File: src/aflt_pkg.sv
package aflt_pkg;

    localparam int TABLE_ENTRIES = 16;
    localparam int IDX_W = (TABLE_ENTRIES > 1) ? $clog2(TABLE_ENTRIES) : 1;
    localparam int CNT_W = $clog2(TABLE_ENTRIES + 1);

    localparam logic [2:0] ACT_CHECK   = 3'd0;
    localparam logic [2:0] ACT_SUCCESS = 3'd1;
    localparam logic [2:0] ACT_FAILURE = 3'd2;
    localparam logic [2:0] ACT_QUERY   = 3'd3;
    localparam logic [2:0] ACT_RESET1  = 3'd4;
    localparam logic [2:0] ACT_RESETA  = 3'd5;
    localparam logic [2:0] ACT_CLEANUP = 3'd6;

    localparam logic [2:0] CFG_LIMIT   = 3'd0;
    localparam logic [2:0] CFG_INITIAL = 3'd1;
    localparam logic [2:0] CFG_FACTOR  = 3'd2;
    localparam logic [2:0] CFG_CEILING = 3'd3;
    localparam logic [2:0] CFG_IDLE    = 3'd4;

    localparam logic [1:0] ST_OK     = 2'd0;
    localparam logic [1:0] ST_LOCKED = 2'd1;
    localparam logic [1:0] ST_RELOCK = 2'd2;
    localparam logic [1:0] ST_FULL   = 2'd3;

    localparam logic [47:0] MAX48 = 48'hFFFF_FFFF_FFFF;

    typedef struct packed {
        logic [31:0] ident;
        logic [7:0]  failures;
        logic [47:0] last_attempt;
        logic [47:0] lock_until;
        logic [31:0] backoff;
    } rec_t;

    typedef enum logic [2:0] {
        S_IDLE, S_SCAN, S_WAIT, S_EXEC, S_MUL, S_OUT
    } fsm_t;

endpackage

File: src/aflt_store.sv
module aflt_store
    import aflt_pkg::*;
(
    input  logic             clk,
    input  logic             rd_en,
    input  logic [IDX_W-1:0] rd_addr,
    output rec_t             rd_data,
    input  logic             wr_en,
    input  logic [IDX_W-1:0] wr_addr,
    input  rec_t             wr_data
);

    rec_t mem [TABLE_ENTRIES];

    always_ff @(posedge clk)
    begin
        if (wr_en)
        begin
            mem[wr_addr] <= wr_data;
        end
        if (rd_en)
        begin
            rd_data <= mem[rd_addr];
        end
    end

endmodule
File: config.mk
export PLATFORM = sky130hd
export DESIGN_NAME = aflt_store
export DESIGN_NICKNAME = d
export VERILOG_FILES = /design/src/aflt_pkg.sv /design/src/aflt_store.sv
export SDC_FILE = /design/constraint.sdc
export NUM_CORES = 2
export LEC_CHECK = 0
export ABC_AREA = 1
export BUFFER_PORTS_ARGS = -buffer_cell sky130_fd_sc_hd__buf_2
export CORE_ASPECT_RATIO = 0.6
export CORE_UTILIZATION = 25
export DETAILED_ROUTE_END_ITERATION = 16
export MAX_ROUTING_LAYER = met4
export REMOVE_ABC_BUFFERS = 1
export SYNTH_ARGS = -nofsm -noshare
export SYNTH_HDL_FRONTEND = slang
export SYNTH_SLANG_ARGS = --single-unit
export TNS_END_PERCENT = 10
File: constraint.sdc
create_clock -name clk -period 23.6 [get_ports clk]
set_input_delay 2.36 -clock clk [delete_from_list [all_inputs] [get_ports clk]]
set_output_delay 2.36 -clock clk [all_outputs]
set_load 0.05 [all_outputs]
# --- Word-level counts from Yosys, hierarchy flattened ---
# Memory sizes are Yosys's and may differ from the RTL's. A register that Yosys moved wholly into a read port is not among the register bits.
# Cells that the tools add are included.
word_totals:
  rom_bits: 0
  ff_bits: 0
  inputBits: 179
  latch_bits: 0
  n_memories: 1
  elab_cells: 3
  ram_bits: 2688
mem_list:
  columns: ["memory", "words", "width", "read_ports", "rd_clocked_by_memory_dff", "write_ports", "line_no", "source"]
  rows:
  - ["mem", 16, 168, 1, 1, 1, "aflt_store.sv:13", "rec_t mem [TABLE_ENTRIES];"]
op_classes:
  addsub: 0
  n_eq_ne: 0
  reduce_logical: 0
  div: 0
  bitwise: 0
  magnitude_cmp: 0
  mux: 2
  shift: 0
  n_mul: 0
ops:
  columns: ["operator", "n"]
  rows:
  - ["$mux W1", 2]

# --- Longest topological paths before layout ---
logic_depth:
  depth_word: 2
  depth_mapped: 10

# --- Worst setup path after synthesis ---
# No wires, ideal clock.
synth_timing:
  path_type: "input -> register"
  from: "input wr_addr[2]"
  to: "memory mem[10][0] (netlist bit), enable pin"
  required_ns: 22.901
  path_stages: 2
  path_slack_ns: 13.356
  t_arrival_ns: 9.545
  path_cell_list: "nand3b_1 > nor2_1"
synth_lines:
  columns: ["item", "line_no", "source"]
  rows:
  - ["from (decl)", "aflt_store.sv:9", "input logic [IDX_W-1:0] wr_addr,"]
  - ["to (decl)", "aflt_store.sv:13", null]
# No word-level cell before the write port.

==> reports/metrics.cfg <==
[logic_synthesis]
synth-edff-count=2856
seq_area_frac_synth_pct=73.76
synth_largest_area_cell=edfxtp_1
async_reset_ff_share_pct=0
synth.distinct_cells=13
synth-main-ff-cell=edfxtp_1
yosys.area.top_type_share_pct=73.76
synth_most_common_cell=nand2_1
avgSynthCellArea_sq_um=11.41
synth_area_leaders=edfxtp_1 (74%), nand2_1 (12%), nand3_1 (8.2%)
netlist_top_cells_count=nand2_1 (3725), edfxtp_1 (2856), nand3_1 (1908)
syn_inst=10190
ys_warn_count=0
netlist_area_sq_um=116300
synth-seq-cells=2856

[clock_tree]
cts_buffers=294
clk_pin_slew_ps=60
cts_tree=built
worstSkewPairLatency_ps=940
h-tree-depth=5
cts_sinks=2856
clockRootBuffer=clkbuf_16
cts-resized-gates=0
cts_buffer_depth=4
ctsHoldBuffers=0
post_cts_buffers=0

[finish]
nets=10600
drive_gt1_share_pct=8.841
multi_input_area_sq_um=23890
regArea_sq_um=85760
syn_to_final_growth_pct=15.32
fillers=46980

[global_routing]
antenna_found_initial=67
grt_max_degree=206
track_usage_pct=13.67
grt_overflow=0
grt_pass1_wl_mm=472.0
first_global_vias=68020

[status]
run_status=finished, final reports clean

[timing]
rsz0062_at_grt=false
hold-worst-slack_ps=715.1
finClkSkew_ps=41.91
drv_slew=0
tightest_slew_ps=1166
finalHoldViolCount=0
setup_viol=0
slew_headroom_pct=22.25
finalCriticalPeriod_ps=6793
fin_crit_sh_pct=28.79
max_freq_mhz=147.2
fin_setup_tns_ps=0

[placement]
gp_congestion=0.7436
dp_hpwl_mm=164.6
portBuffers=346

[route]
drt_iter0_drc=6989
ant_nets=0
vias=73080
vias_per_cell=4.333
first_pass_iters=5
wl_per_cell_um=19.14
routed_wl_mm=322.7
drcViolationCount=0

[power]
p_leak_nw=51.96
pwr_density_cell_nw_per_um2=82.58
ir_drop_mv=0.05698

[worst_hold_path]
hold_class=reg2reg

[critical_path]
end_kind=register
setup.worst_path.class=in2reg
ff2ff_setup_slack_ps=22130
cp-start-kind=input port
arrival_ps=7490
worst_ep_required_time_ps=24290
critical_path_peak_fanout=175

[floorplanning]
start_util_pct=25.17
io-pin-count=347
fp.coreArea_sq_um=462000
die_y_um=530.2
fp-row-count=193
die_w_um=882.4
dieArea_sq_um=467900

[flow_run]
drv_cap=0

## worst paths after layout
| kind | start | endpoint | depth (start not counted) |
|---|---|---|---|
| setup / recovery | rd_addr[0] | rd_data[72]$_DFFE_PP_ | 11 |
| hold / removal | mem[0][85]$_DFFE_PP_ | rd_data[85]$_DFFE_PP_ | 6 |
| setup reg to reg | mem[1][58]$_DFFE_PP_ | rd_data[58]$_DFFE_PP_ | 6 |
| hold reg to reg | mem[0][85]$_DFFE_PP_ | rd_data[85]$_DFFE_PP_ | 6 |
## state kept, by name, summed over array words and instances (netlist names)
name     flops
rd_data    168
mem       2688
## critical path: stages
cell and delay (ps):
buf_8 280, buf_4 680, buf_4 830, buf_12 530, buf_4 840, buf_4 850
nand2_1 130, nand3_1 110, nand3_1 110, nand3_1 100, nand2_1 80
## final cells by class
class                           count  share of cell area (%)
Antenna cell                       69                  0.1288
Clock buffer                      352                   5.729
Multi-Input combinational cell   5678                   17.82
Clock inverter                    181                   1.309
Tap cell                         6142                   5.732
Inverter                         1100                   3.102
Sequential cell                  2856                   63.96
Timing Repair Buffer              488                   2.217
## metal layers
layer / vias up / GRT usage [%] / routed length (um)
li1: 34620 / - / -
met1: 35610 / 19.27 / 150300
met2: 2381 / 20.25 / 141200
met3: 467 / 2.755 / 24070
met4: 0 / 3.219 / 7187
met5: - / - / 0
## stage by stage
step,cells,total power [W],setup WS (ps),utilization [%],area [sq um]
after floorplan,9634,0.006315,10560,-,113700
after global placement,16260,0.006574,16040,26.94,124500
after detailed placement,16260,0.006581,16020,26.94,124500
after CTS,16800,0.01117,17080,28.99,133900
after global routing,16850,0.01142,16610,29.02,134000
final,16870,0.01107,16810,29.02,134100
## power breakdown
part,internal [W],leakage (nW),switching (W)
registers,0.00571,25.9,0.0000336
clock network,0.00256,4.60,0.00204
logic,0.000164,21.4,0.000558
## kinds of logic (layout without fill, tap and decap cells)
| family | count (synthesis) | in the layout | synth area share (%) |
|---|---|---|---|
| buffers and inverters | 1658 | 2121 | 5.789 |
| flip-flops | 2856 | 2856 | 73.76 |
| other | 0 | 69 | 0 |
| AND/OR/NAND/NOR | 5678 | 5678 | 20.45 |
## cells in the final DEF, fill, tap and decap left out
cell type,Yosys,final
nor2_4,0,16
inv_8,0,6
inv_1,1097,1096
clkinvlp_4,0,5
bufinv_16,0,19
clkinv_2,0,55
clkbuf_1,138,53
buf_12,0,10
clkinv_16,0,12
clkbuf_16,0,299
clkinv_1,1,72
nor2_1,17,1
nand2_1,3725,3725
diode_2,0,69
or2_2,26,26
nand3b_1,2,2
buf_8,0,5
buf_2,366,341
inv_16,0,3
inv_6,0,5
nand3_1,1908,1908
clkinv_8,0,6
clkinv_4,0,2
buf_4,13,132
edfxtp_1,2856,2856
Power figures use the tool's default switching activity.
